**src/touch_calibrate_debounce_filter_assert.svh**
```systemverilog
// assertion macros shared by the touch filter rtl
`ifndef TOUCH_CALIBRATE_DEBOUNCE_FILTER_ASSERT_SVH
`define TOUCH_CALIBRATE_DEBOUNCE_FILTER_ASSERT_SVH

// property checked on every rising clk edge, held off while rst is high
`define TCDF_ASSERT(label, prop, msg) \
  label: assert property (@(posedge clk) disable iff (rst) prop) else $error(msg);

// condition that must never be seen outside reset
`define TCDF_ASSERT_NEVER(label, expr, msg) \
  label: assert property (@(posedge clk) disable iff (rst) !(expr)) else $error(msg);

`endif

```
**src/tcdf_pkg.sv**
```systemverilog
// types and constants of the touch calibration and debounce filter
package tcdf_pkg;

  localparam int COORD_W    = 16;
  localparam int TOP_W      = 13;
  localparam int TIME_W     = 32;
  localparam int PROD_W     = 29;
  localparam int SQ_W       = 32;
  localparam int AXIS_CNT_W = 5;
  localparam int SQ_CNT_W   = 4;

  typedef enum logic [2:0] {
    REG_DISPLAY_WIDTH  = 3'd0,
    REG_DISPLAY_HEIGHT = 3'd1,
    REG_RAW_X_MIN      = 3'd2,
    REG_RAW_X_MAX      = 3'd3,
    REG_RAW_Y_MIN      = 3'd4,
    REG_RAW_Y_MAX      = 3'd5,
    REG_ORIENTATION    = 3'd6,
    REG_DRAG_THRESHOLD = 3'd7
  } reg_idx_t;

  // per-axis calibration: raw range and top of the calibrated range
  typedef struct packed {
    logic [COORD_W-1:0] lo;
    logic [COORD_W-1:0] hi;
    logic [TOP_W-1:0]   top;
  } axis_cfg_t;

endpackage

```
**src/tcdf_axis.sv**
```systemverilog
// bit-serial linear map of one raw axis: multiply by top, divide by raw span, clamp
module tcdf_axis
  import tcdf_pkg::*;
(
  input  logic               clk,
  input  logic               rst,
  input  logic               start,
  input  logic [COORD_W-1:0] raw,
  input  axis_cfg_t          cfg,
  output logic               done,
  output logic [TOP_W-1:0]   value
);

  typedef enum logic [1:0] {
    P_IDLE,
    P_MUL,
    P_DIV
  } phase_t;

  phase_t                phase;
  logic [AXIS_CNT_W-1:0] cnt;
  logic [COORD_W-1:0]    mag_a;
  logic [COORD_W-1:0]    den;
  logic [TOP_W-1:0]      mult;
  logic [TOP_W-1:0]      top;
  logic [PROD_W-1:0]     acc;
  logic [COORD_W-1:0]    rem;
  logic                  neg;

  logic [COORD_W:0]      diff;
  logic [COORD_W:0]      span;
  logic [COORD_W:0]      shifted;
  logic                  ge;
  logic [COORD_W:0]      rem_sub;
  logic [PROD_W-1:0]     q_next;

  always_comb begin
    diff    = {raw[COORD_W-1], raw} - {cfg.lo[COORD_W-1], cfg.lo};
    span    = {cfg.hi[COORD_W-1], cfg.hi} - {cfg.lo[COORD_W-1], cfg.lo};
    shifted = {rem, acc[PROD_W-1]};
    ge      = shifted >= {1'b0, den};
    rem_sub = shifted - {1'b0, den};
    q_next  = {acc[PROD_W-2:0], ge};
  end

  always_ff @(posedge clk) begin
    if (rst) begin
      phase <= P_IDLE;
      done  <= 1'b0;
    end else begin
      done <= (phase == P_DIV) && (cnt == '0);
      unique case (phase)
        P_IDLE: begin
          if (start) begin
            mag_a <= diff[COORD_W] ? COORD_W'(~diff + 1'b1) : diff[COORD_W-1:0];
            den   <= span[COORD_W] ? COORD_W'(~span + 1'b1) : span[COORD_W-1:0];
            neg   <= diff[COORD_W] ^ span[COORD_W];
            mult  <= cfg.top;
            top   <= cfg.top;
            acc   <= '0;
            cnt   <= AXIS_CNT_W'(TOP_W - 1);
            phase <= P_MUL;
          end
        end
        P_MUL: begin
          // msb first shift-add, one multiplier bit a cycle
          acc  <= {acc[PROD_W-2:0], 1'b0}
                  + (mult[TOP_W-1] ? PROD_W'(mag_a) : PROD_W'(0));
          mult <= {mult[TOP_W-2:0], 1'b0};
          if (cnt == '0) begin
            rem   <= '0;
            cnt   <= AXIS_CNT_W'(PROD_W - 1);
            phase <= P_DIV;
          end else begin
            cnt <= cnt - 1'b1;
          end
        end
        P_DIV: begin
          // restoring division, quotient bits shift in behind the dividend
          rem <= ge ? rem_sub[COORD_W-1:0] : shifted[COORD_W-1:0];
          acc <= q_next;
          if (cnt == '0) begin
            phase <= P_IDLE;
            // a negative quotient always clamps to zero
            if (neg) begin
              value <= '0;
            end else if (q_next > PROD_W'(top)) begin
              value <= top;
            end else begin
              value <= q_next[TOP_W-1:0];
            end
          end else begin
            cnt <= cnt - 1'b1;
          end
        end
        default: phase <= P_IDLE;
      endcase
    end
  end

endmodule

```
**src/tcdf_sq.sv**
```systemverilog
// bit-serial square of a signed coordinate difference
module tcdf_sq
  import tcdf_pkg::*;
(
  input  logic             clk,
  input  logic             rst,
  input  logic             start,
  input  logic [COORD_W:0] diff,
  output logic             done,
  output logic [SQ_W-1:0]  sq
);

  logic                busy;
  logic [SQ_CNT_W-1:0] cnt;
  logic [COORD_W-1:0]  mag;
  logic [COORD_W-1:0]  mult;

  always_ff @(posedge clk) begin
    if (rst) begin
      busy <= 1'b0;
      done <= 1'b0;
    end else begin
      done <= busy && (cnt == '0);
      if (!busy) begin
        if (start) begin
          mag  <= diff[COORD_W] ? COORD_W'(~diff + 1'b1) : diff[COORD_W-1:0];
          mult <= diff[COORD_W] ? COORD_W'(~diff + 1'b1) : diff[COORD_W-1:0];
          sq   <= '0;
          cnt  <= SQ_CNT_W'(COORD_W - 1);
          busy <= 1'b1;
        end
      end else begin
        sq   <= {sq[SQ_W-2:0], 1'b0} + (mult[COORD_W-1] ? SQ_W'(mag) : SQ_W'(0));
        mult <= {mult[COORD_W-2:0], 1'b0};
        if (cnt == '0) begin
          busy <= 1'b0;
        end else begin
          cnt <= cnt - 1'b1;
        end
      end
    end
  end

endmodule

```
**src/touch_calibrate_debounce_filter.sv**
```systemverilog
// touch sample filter: linear calibration, press/release debounce, drag threshold
//
// Input stream s_*: one request per raw touch sample, taken when s_tvalid and
// s_tready are both high. Output stream m_*: exactly one filtered point per
// request, in order. The APB port writes and reads the eight setup registers
// (byte address 4*i); write them only while no request is in flight.
// From request to m_tvalid, the work is a shift-add multiply and a
// restoring division in the two axis units (both axes at once), then the
// two serial squarers for the drag distance, plus sequencing through the
// IDLE, MAP, SQ and OUT states. s_tready is high only between requests, so
// one sample is in work at a time.
// The result sits in an output register; the next request is taken while it
// waits, and if m_tready stays low the finished point waits in the final step
// and no further request is taken until the output register frees.
// rst clears the setup registers, the held point and the debounce candidate.
`include "touch_calibrate_debounce_filter_assert.svh"

module touch_calibrate_debounce_filter
  import tcdf_pkg::*;
#(
  parameter int unsigned PRESS_DEBOUNCE_MS   = 30,
  parameter int unsigned RELEASE_DEBOUNCE_MS = 50
) (
  input  logic        clk,
  input  logic        rst,
  input  logic        s_tvalid,
  output logic        s_tready,
  input  logic [63:0] s_tdata,   // raw_x [15:0], raw_y [31:16], sample_time_ms [63:32]
  input  logic        s_tuser,   // raw_pressed
  output logic        m_tvalid,
  input  logic        m_tready,
  output logic [63:0] m_tdata,   // touch_x [15:0], touch_y [31:16], touch_time_ms [63:32]
  output logic        m_tuser,   // touch_pressed
  input  logic        psel,
  input  logic        penable,
  input  logic        pwrite,
  input  logic [4:0]  paddr,
  input  logic [31:0] pwdata,
  output logic [31:0] prdata,
  output logic        pready
);

  typedef enum logic [1:0] {
    S_IDLE,
    S_MAP,
    S_SQ,
    S_OUT
  } state_t;

  state_t state;

  logic [TOP_W-1:0]   scr_width;
  logic [TOP_W-1:0]   scr_height;
  logic [COORD_W-1:0] raw_x_min;
  logic [COORD_W-1:0] raw_x_max;
  logic [COORD_W-1:0] raw_y_min;
  logic [COORD_W-1:0] raw_y_max;
  logic [2:0]         orientation_flags;
  logic [31:0]        drag_threshold_sq;

  logic               in_pressed;
  logic [COORD_W-1:0] in_x;
  logic [COORD_W-1:0] in_y;
  logic [TIME_W-1:0]  in_time;
  logic [COORD_W-1:0] cur_x;
  logic [COORD_W-1:0] cur_y;
  logic               start_map;
  logic               start_sq;
  logic               move_ge;

  logic               held_pressed;
  logic [COORD_W-1:0] held_x;
  logic [COORD_W-1:0] held_y;
  logic [TIME_W-1:0]  held_time;
  logic               pending_valid;
  logic               pending_pressed;
  logic [TIME_W-1:0]  pending_since;

  logic               held_pressed_next;
  logic [COORD_W-1:0] held_x_next;
  logic [COORD_W-1:0] held_y_next;
  logic [TIME_W-1:0]  held_time_next;
  logic               pending_valid_next;
  logic               pending_pressed_next;
  logic [TIME_W-1:0]  pending_since_next;

  logic               cfg_wr;
  reg_idx_t           reg_idx;
  logic               cal_valid;
  logic [TOP_W-1:0]   mx;
  logic [TOP_W-1:0]   my;
  axis_cfg_t          x_cfg;
  axis_cfg_t          y_cfg;
  logic               x_done;
  logic               y_done;
  logic [TOP_W-1:0]   x_map;
  logic [TOP_W-1:0]   y_map;
  logic [TOP_W-1:0]   x_inv;
  logic [TOP_W-1:0]   y_inv;
  logic [TOP_W-1:0]   x_cal;
  logic [TOP_W-1:0]   y_cal;
  logic [COORD_W:0]   dx;
  logic [COORD_W:0]   dy;
  logic               sq_x_done;
  logic               sq_y_done;
  logic [SQ_W-1:0]    sq_x;
  logic [SQ_W-1:0]    sq_y;
  logic [TIME_W-1:0]  elapsed;
  logic [TIME_W-1:0]  debounce;
  logic               out_free;

  // setup registers
  assign pready  = 1'b1;
  assign cfg_wr  = psel && penable && pwrite && pready;
  assign reg_idx = reg_idx_t'(paddr[4:2]);

  always_ff @(posedge clk) begin
    if (rst) begin
      scr_width         <= '0;
      scr_height        <= '0;
      raw_x_min         <= '0;
      raw_x_max         <= '0;
      raw_y_min         <= '0;
      raw_y_max         <= '0;
      orientation_flags <= '0;
      drag_threshold_sq <= '0;
    end else if (cfg_wr) begin
      unique case (reg_idx)
        REG_DISPLAY_WIDTH:  scr_width         <= pwdata[TOP_W-1:0];
        REG_DISPLAY_HEIGHT: scr_height        <= pwdata[TOP_W-1:0];
        REG_RAW_X_MIN:      raw_x_min         <= pwdata[COORD_W-1:0];
        REG_RAW_X_MAX:      raw_x_max         <= pwdata[COORD_W-1:0];
        REG_RAW_Y_MIN:      raw_y_min         <= pwdata[COORD_W-1:0];
        REG_RAW_Y_MAX:      raw_y_max         <= pwdata[COORD_W-1:0];
        REG_ORIENTATION:    orientation_flags <= pwdata[2:0];
        REG_DRAG_THRESHOLD: drag_threshold_sq <= pwdata;
      endcase
    end
  end

  always_comb begin
    unique case (reg_idx)
      REG_DISPLAY_WIDTH:  prdata = 32'(scr_width);
      REG_DISPLAY_HEIGHT: prdata = 32'(scr_height);
      REG_RAW_X_MIN:      prdata = 32'(raw_x_min);
      REG_RAW_X_MAX:      prdata = 32'(raw_x_max);
      REG_RAW_Y_MIN:      prdata = 32'(raw_y_min);
      REG_RAW_Y_MAX:      prdata = 32'(raw_y_max);
      REG_ORIENTATION:    prdata = 32'(orientation_flags);
      REG_DRAG_THRESHOLD: prdata = drag_threshold_sq;
    endcase
  end

  // calibration datapath
  assign cal_valid = (scr_width != '0) && (scr_height != '0) &&
                     (raw_x_max != raw_x_min) && (raw_y_max != raw_y_min);
  assign mx    = scr_width - 1'b1;
  assign my    = scr_height - 1'b1;
  assign x_cfg = '{lo: raw_x_min, hi: raw_x_max, top: mx};
  assign y_cfg = '{lo: raw_y_min, hi: raw_y_max, top: my};

  tcdf_axis u_axis_x (
    .clk   (clk),
    .rst   (rst),
    .start (start_map),
    .raw   (in_x),
    .cfg   (x_cfg),
    .done  (x_done),
    .value (x_map)
  );

  tcdf_axis u_axis_y (
    .clk   (clk),
    .rst   (rst),
    .start (start_map),
    .raw   (in_y),
    .cfg   (y_cfg),
    .done  (y_done),
    .value (y_map)
  );

  always_comb begin
    x_inv = orientation_flags[0] ? mx - x_map : x_map;
    y_inv = orientation_flags[1] ? my - y_map : y_map;
    // swap re-clamps each value to the range of the axis it lands on
    if (orientation_flags[2]) begin
      x_cal = (y_inv > mx) ? mx : y_inv;
      y_cal = (x_inv > my) ? my : x_inv;
    end else begin
      x_cal = x_inv;
      y_cal = y_inv;
    end
  end

  // drag distance
  assign dx = {cur_x[COORD_W-1], cur_x} - {held_x[COORD_W-1], held_x};
  assign dy = {cur_y[COORD_W-1], cur_y} - {held_y[COORD_W-1], held_y};

  tcdf_sq u_sq_x (
    .clk   (clk),
    .rst   (rst),
    .start (start_sq),
    .diff  (dx),
    .done  (sq_x_done),
    .sq    (sq_x)
  );

  tcdf_sq u_sq_y (
    .clk   (clk),
    .rst   (rst),
    .start (start_sq),
    .diff  (dy),
    .done  (sq_y_done),
    .sq    (sq_y)
  );

  // debounce and drag decision
  assign elapsed  = in_time - pending_since;
  assign debounce = in_pressed ? TIME_W'(PRESS_DEBOUNCE_MS) : TIME_W'(RELEASE_DEBOUNCE_MS);

  always_comb begin
    held_pressed_next    = held_pressed;
    held_x_next          = held_x;
    held_y_next          = held_y;
    held_time_next       = held_time;
    pending_valid_next   = pending_valid;
    pending_pressed_next = pending_pressed;
    pending_since_next   = pending_since;
    if (in_pressed != held_pressed) begin
      if (!pending_valid || (pending_pressed != in_pressed)) begin
        // new candidate restarts the debounce window
        pending_pressed_next = in_pressed;
        pending_since_next   = in_time;
        pending_valid_next   = 1'b1;
      end else if (elapsed >= debounce) begin
        held_pressed_next = in_pressed;
        if (in_pressed) begin
          held_x_next = cur_x;
          held_y_next = cur_y;
        end
        held_time_next     = in_time;
        pending_valid_next = 1'b0;
      end
    end else begin
      pending_valid_next = 1'b0;
      if (in_pressed && move_ge) begin
        held_x_next    = cur_x;
        held_y_next    = cur_y;
        held_time_next = in_time;
      end
    end
  end

  assign s_tready = (state == S_IDLE);
  assign out_free = !m_tvalid || m_tready;

  always_ff @(posedge clk) begin
    if (rst) begin
      state           <= S_IDLE;
      start_map       <= 1'b0;
      start_sq        <= 1'b0;
      m_tvalid        <= 1'b0;
      held_pressed    <= 1'b0;
      held_x          <= '0;
      held_y          <= '0;
      held_time       <= '0;
      pending_valid   <= 1'b0;
      pending_pressed <= 1'b0;
      pending_since   <= '0;
    end else begin
      start_map <= (state == S_IDLE) && s_tvalid;
      start_sq  <= (state == S_MAP) && x_done;
      // a point taken in the cycle a new one loads leaves m_tvalid high
      if (m_tvalid && m_tready && !((state == S_OUT) && out_free)) begin
        m_tvalid <= 1'b0;
      end
      unique case (state)
        S_IDLE: begin
          if (s_tvalid) begin
            in_pressed <= s_tuser;
            in_x       <= s_tdata[15:0];
            in_y       <= s_tdata[31:16];
            in_time    <= s_tdata[63:32];
            state      <= S_MAP;
          end
        end
        S_MAP: begin
          if (x_done) begin
            // released samples and an unusable calibration pass raw values
            if (in_pressed && cal_valid) begin
              cur_x <= COORD_W'(x_cal);
              cur_y <= COORD_W'(y_cal);
            end else begin
              cur_x <= in_x;
              cur_y <= in_y;
            end
            state <= S_SQ;
          end
        end
        S_SQ: begin
          if (sq_x_done) begin
            move_ge <= ({1'b0, sq_x} + {1'b0, sq_y}) >= (SQ_W + 1)'(drag_threshold_sq);
            state   <= S_OUT;
          end
        end
        S_OUT: begin
          if (out_free) begin
            held_pressed    <= held_pressed_next;
            held_x          <= held_x_next;
            held_y          <= held_y_next;
            held_time       <= held_time_next;
            pending_valid   <= pending_valid_next;
            pending_pressed <= pending_pressed_next;
            pending_since   <= pending_since_next;
            m_tvalid        <= 1'b1;
            m_tuser         <= held_pressed_next;
            m_tdata         <= {held_time_next, held_y_next, held_x_next};
            state           <= S_IDLE;
          end
        end
        default: state <= S_IDLE;
      endcase
    end
  end

  `TCDF_ASSERT(a_busy_after_take, (s_tvalid && s_tready) |=> !s_tready, "request taken while busy")
  `TCDF_ASSERT(a_axis_lockstep, x_done == y_done, "axis units out of step")
  `TCDF_ASSERT(a_sq_lockstep, sq_x_done == sq_y_done, "squarers out of step")
  `TCDF_ASSERT(a_pending_differs, pending_valid |-> (pending_pressed != held_pressed), "stale debounce candidate")
  `TCDF_ASSERT_NEVER(a_sq_stray, sq_x_done && (state != S_SQ), "squarer finished outside drag step")
  `TCDF_ASSERT(a_out_from_final, $rose(m_tvalid) |-> $past(state == S_OUT), "result loaded outside final step")

endmodule

```
**config.mk**
```make
export PLATFORM = sky130hd
export DESIGN_NAME = touch_calibrate_debounce_filter
export DESIGN_NICKNAME = d
export VERILOG_FILES = /design/src/tcdf_pkg.sv /design/src/tcdf_axis.sv /design/src/tcdf_sq.sv /design/src/touch_calibrate_debounce_filter.sv
export VERILOG_INCLUDE_DIRS = /design/src /design/src/src
export SDC_FILE = /design/constraint.sdc
export NUM_CORES = 2
export LEC_CHECK = 0
export BUFFER_PORTS_ARGS = -buffer_cell sky130_fd_sc_hd__buf_2
export CAP_MARGIN = 25
export CORE_ASPECT_RATIO = 1.1
export CORE_MARGIN = 2
export CORE_UTILIZATION = 30
export CTS_CLUSTER_DIAMETER = 80
export CTS_CLUSTER_SIZE = 10
export DETAILED_ROUTE_END_ITERATION = 8
export GPL_TIMING_DRIVEN = 0
export PLACE_DENSITY = 0.51
export SETUP_SLACK_MARGIN = 0.1
export SLEW_MARGIN = 20
export SYNTH_ARGS = -nofsm -noshare
export SYNTH_HDL_FRONTEND = slang
export SYNTH_HIERARCHICAL = 1
export SYNTH_SLANG_ARGS = --single-unit
```
**constraint.sdc**
```tcl
create_clock -name clk -period 6.9 [get_ports clk]
set_clock_uncertainty 0.2 [all_clocks]
set_input_delay 1.38 -clock clk [delete_from_list [all_inputs] [get_ports clk]]
set_output_delay 1.38 -clock clk [all_outputs]
set_load 0.05 [all_outputs]
```
==> impl_metrics.json <==
{
  "r2r_end": "cur_y[7]",
  "post-route-period-util": 0.940,
  "startpoint_type": "register",
  "cts_buffers": 95,
  "worstHoldEndpoint": "held_time[9]",
  "grt_pass1_wl_mm": 237,
  "reg2reg_from": "scr_width[0]",
  "die_area_sq_mm": 0.173,
  "die_x_um": 397,
  "cp.arrival_ps": 6690,
  "register_area_sq_mm": 0.0211,
  "rows": 158,
  "via_per_inst": 5.09,
  "clockBufferDepth": 3,
  "drc": 0,
  "syn_inst": 5413,
  "area_growth_pct": 14.4,
  "path_class": "register to register",
  "syn_avg_cell_area_sq_um": 9.42,
  "status": "complete, no violations",
  "fmax_mhz": 154,
  "num_io_pins": 209,
  "setup_viol": 0,
  "critical_path_required_ps": 7100,
  "clock_sinks": 780,
  "gp_congestion": 0.925,
  "antenna_found_initial": 7,
  "core-area_sq_mm": 0.169,
  "cts-root-buf": "clkbuf_16",
  "dp_worst_setup_slack_ps": -717,
  "grt-ovfl-total": 0,
  "grt_start_max_net_pins": 34,
  "cp-end-kind": "register",
  "min_path_type": "register to register",
  "drt_wl_total_mm": 158,
  "fin_util": 0.346,
  "hpwl_mm": 123,
  "slowest_stage": "dfxtp_2",
  "cp_num_cells": 28,
  "multi_input_area_sq_mm": 0.0278,
  "setup_ws_ps": 412,
  "cap_violations": 0,
  "clock_latency_ps": 740,
  "clkTransAtPathRegs_ps": 60,
  "hold_violations": 0,
  "first_global_vias": 38600,
  "crit_buf_inv": 5,
  "min_from": "held_time[9]",
  "r2r_slack_ps": 410,
  "worstSetupStartpoint": "scr_width[0]",
  "path_max_fanout": 10,
  "relSlewSlack": 0.258,
  "cp_top_family": "compound AO/OA/AOI/OAI gates",
  "final.setup.tns_ps": 0,
  "ff2ff_path_depth": 28,
  "cts_tree": "built",
  "synth_fp_nets": 5928,
  "dieHeight_um": 436,
  "layout-drive-gt1-share": 0.102,
  "synth-warning-count": 6,
  "track_usage": 0.177,
  "routedWlPerCell_um": 19.7,
  "vdd_drop_max_uv": 202,
  "tightest_slew_ps": 1110,
  "ctsHoldBuffers": 0,
  "initial_core_util": 0.302,
  "htree_num_levels": 3,
  "power.total_mw": 12.4,
  "nNetsFinal": 6252,
  "power-per-cell-area_mw_per_mm2": 213,
  "rsz0062_at_grt": "false",
  "power.leakage_nw": 22.6,
  "drv_slew": 0,
  "slowest_delay_ps": 430,
  "dr.first_iter.drc_count": 3128,
  "ant_nets": 0,
  "drt-pass1-iter-count": 5,
  "period_minus_slack_ps": 6490,
  "nFillCells": 17200,
  "syn_area_sq_mm": 0.0510,
  "io_buffer_count": 201,
  "whs_path_depth": 2,
  "vias": 41000
}
-- registers in the layout, summed over array words and instances (netlist names), 29 cells and up --
| register | cells |
|---|---|
| held_time | 32 |
| u_axis_x/acc | 29 |
| in_time | 32 |
| drag_threshold_sq | 32 |
| u_sq_x/sq | 32 |
| m_tdata | 64 |
| u_axis_y/acc | 29 |
| pending_since | 32 |
| u_sq_y/sq | 32 |
-- layer usage --
layer,vias to the layer above,wire [um],track usage
met3,190,7910,0.0227
met2,1019,70800,0.281
met5,-,37,0
li1,20000,-,-
met4,6,3980,0.0501
met1,19700,75500,0.252
-- placed cells by master, fill, tap and decap left out, types with 14 or more instances in the layout --
cell         n
and3_1      46
a31oi_1     35
clkbuf_16   97
nor3_1      87
a31o_2      21
o22ai_1     14
o211ai_1    27
a22oi_1     26
nand2_1    650
and4_1      15
nor4_1      43
nand4_1     55
a21oi_1    392
nand3_1     87
fa_1        16
inv_1      400
nor2b_1     97
a21boi_0    26
xor2_1     127
o21a_1      48
or3_1       32
nor2_1     388
ha_1       390
buf_2      216
a211oi_1    43
o31ai_1     37
o21ai_1     14
clkbuf_1   202
nand2b_1    58
o21ai_0    269
edfxtp_1   543
o21bai_1    15
xnor2_1    206
a21o_1      90
and2_1     116
mux2_2      94
dfxtp_1    235
mux2i_1    207
-- worst max path at each step --
| stage | to | slack (ps) |
|---|---|---|
| after floorplan | cur_y[5] | 1540 |
| after global placement | m_tdata[44] | -1040 |
| after detailed placement | cur_y[10] | -720 |
| after CTS | cur_y[10] | 20 |
| after global routing | cur_y[7] | 120 |
| final | cur_y[7] | 410 |
-- final cells by class --
type,count,area share
Clock buffer,151,0.0456
Timing Repair Buffer,227,0.0240
Buffer,196,0.0142
Inverter,403,0.0260
Antenna cell,2,0.0000858
Clock inverter,17,0.00457
Tap cell,2240,0.0481
Multi-Input combinational cell,4034,0.476
Sequential cell,780,0.361
-- through the flow --
stage               area [sq um]  hold slack (ps)  std cells
floorplan                  51000              231       5413
global placement           54800              240       7854
detailed placement         55200              244       7877
CTS                        58200              256       8045
global route               58300              267       8048
finish                     58300              257       8050
-- worst min-delay path, cell delays in order, from the launching register on --
cell and delay [ps]:
dfxtp_1 310, nand2_1 50, mux2i_1 50
-- what timing repair did --
item | in CTS | in global routing
resized for setup | 22 | 11
endpoints found under the setup margin | 22 | 24
setup buffers | 0 | 2
-- power by group --
| part | leakage (nW) | switching (mW) | internal (mW) |
|---|---|---|---|
| Sequential | 6.79 | 0.199 | 5.25 |
| Clock | 1.40 | 2.09 | 2.79 |
| Combinational | 14.4 | 1.33 | 0.776 |
No activity file was read; power rests on OpenSTA's default activity.
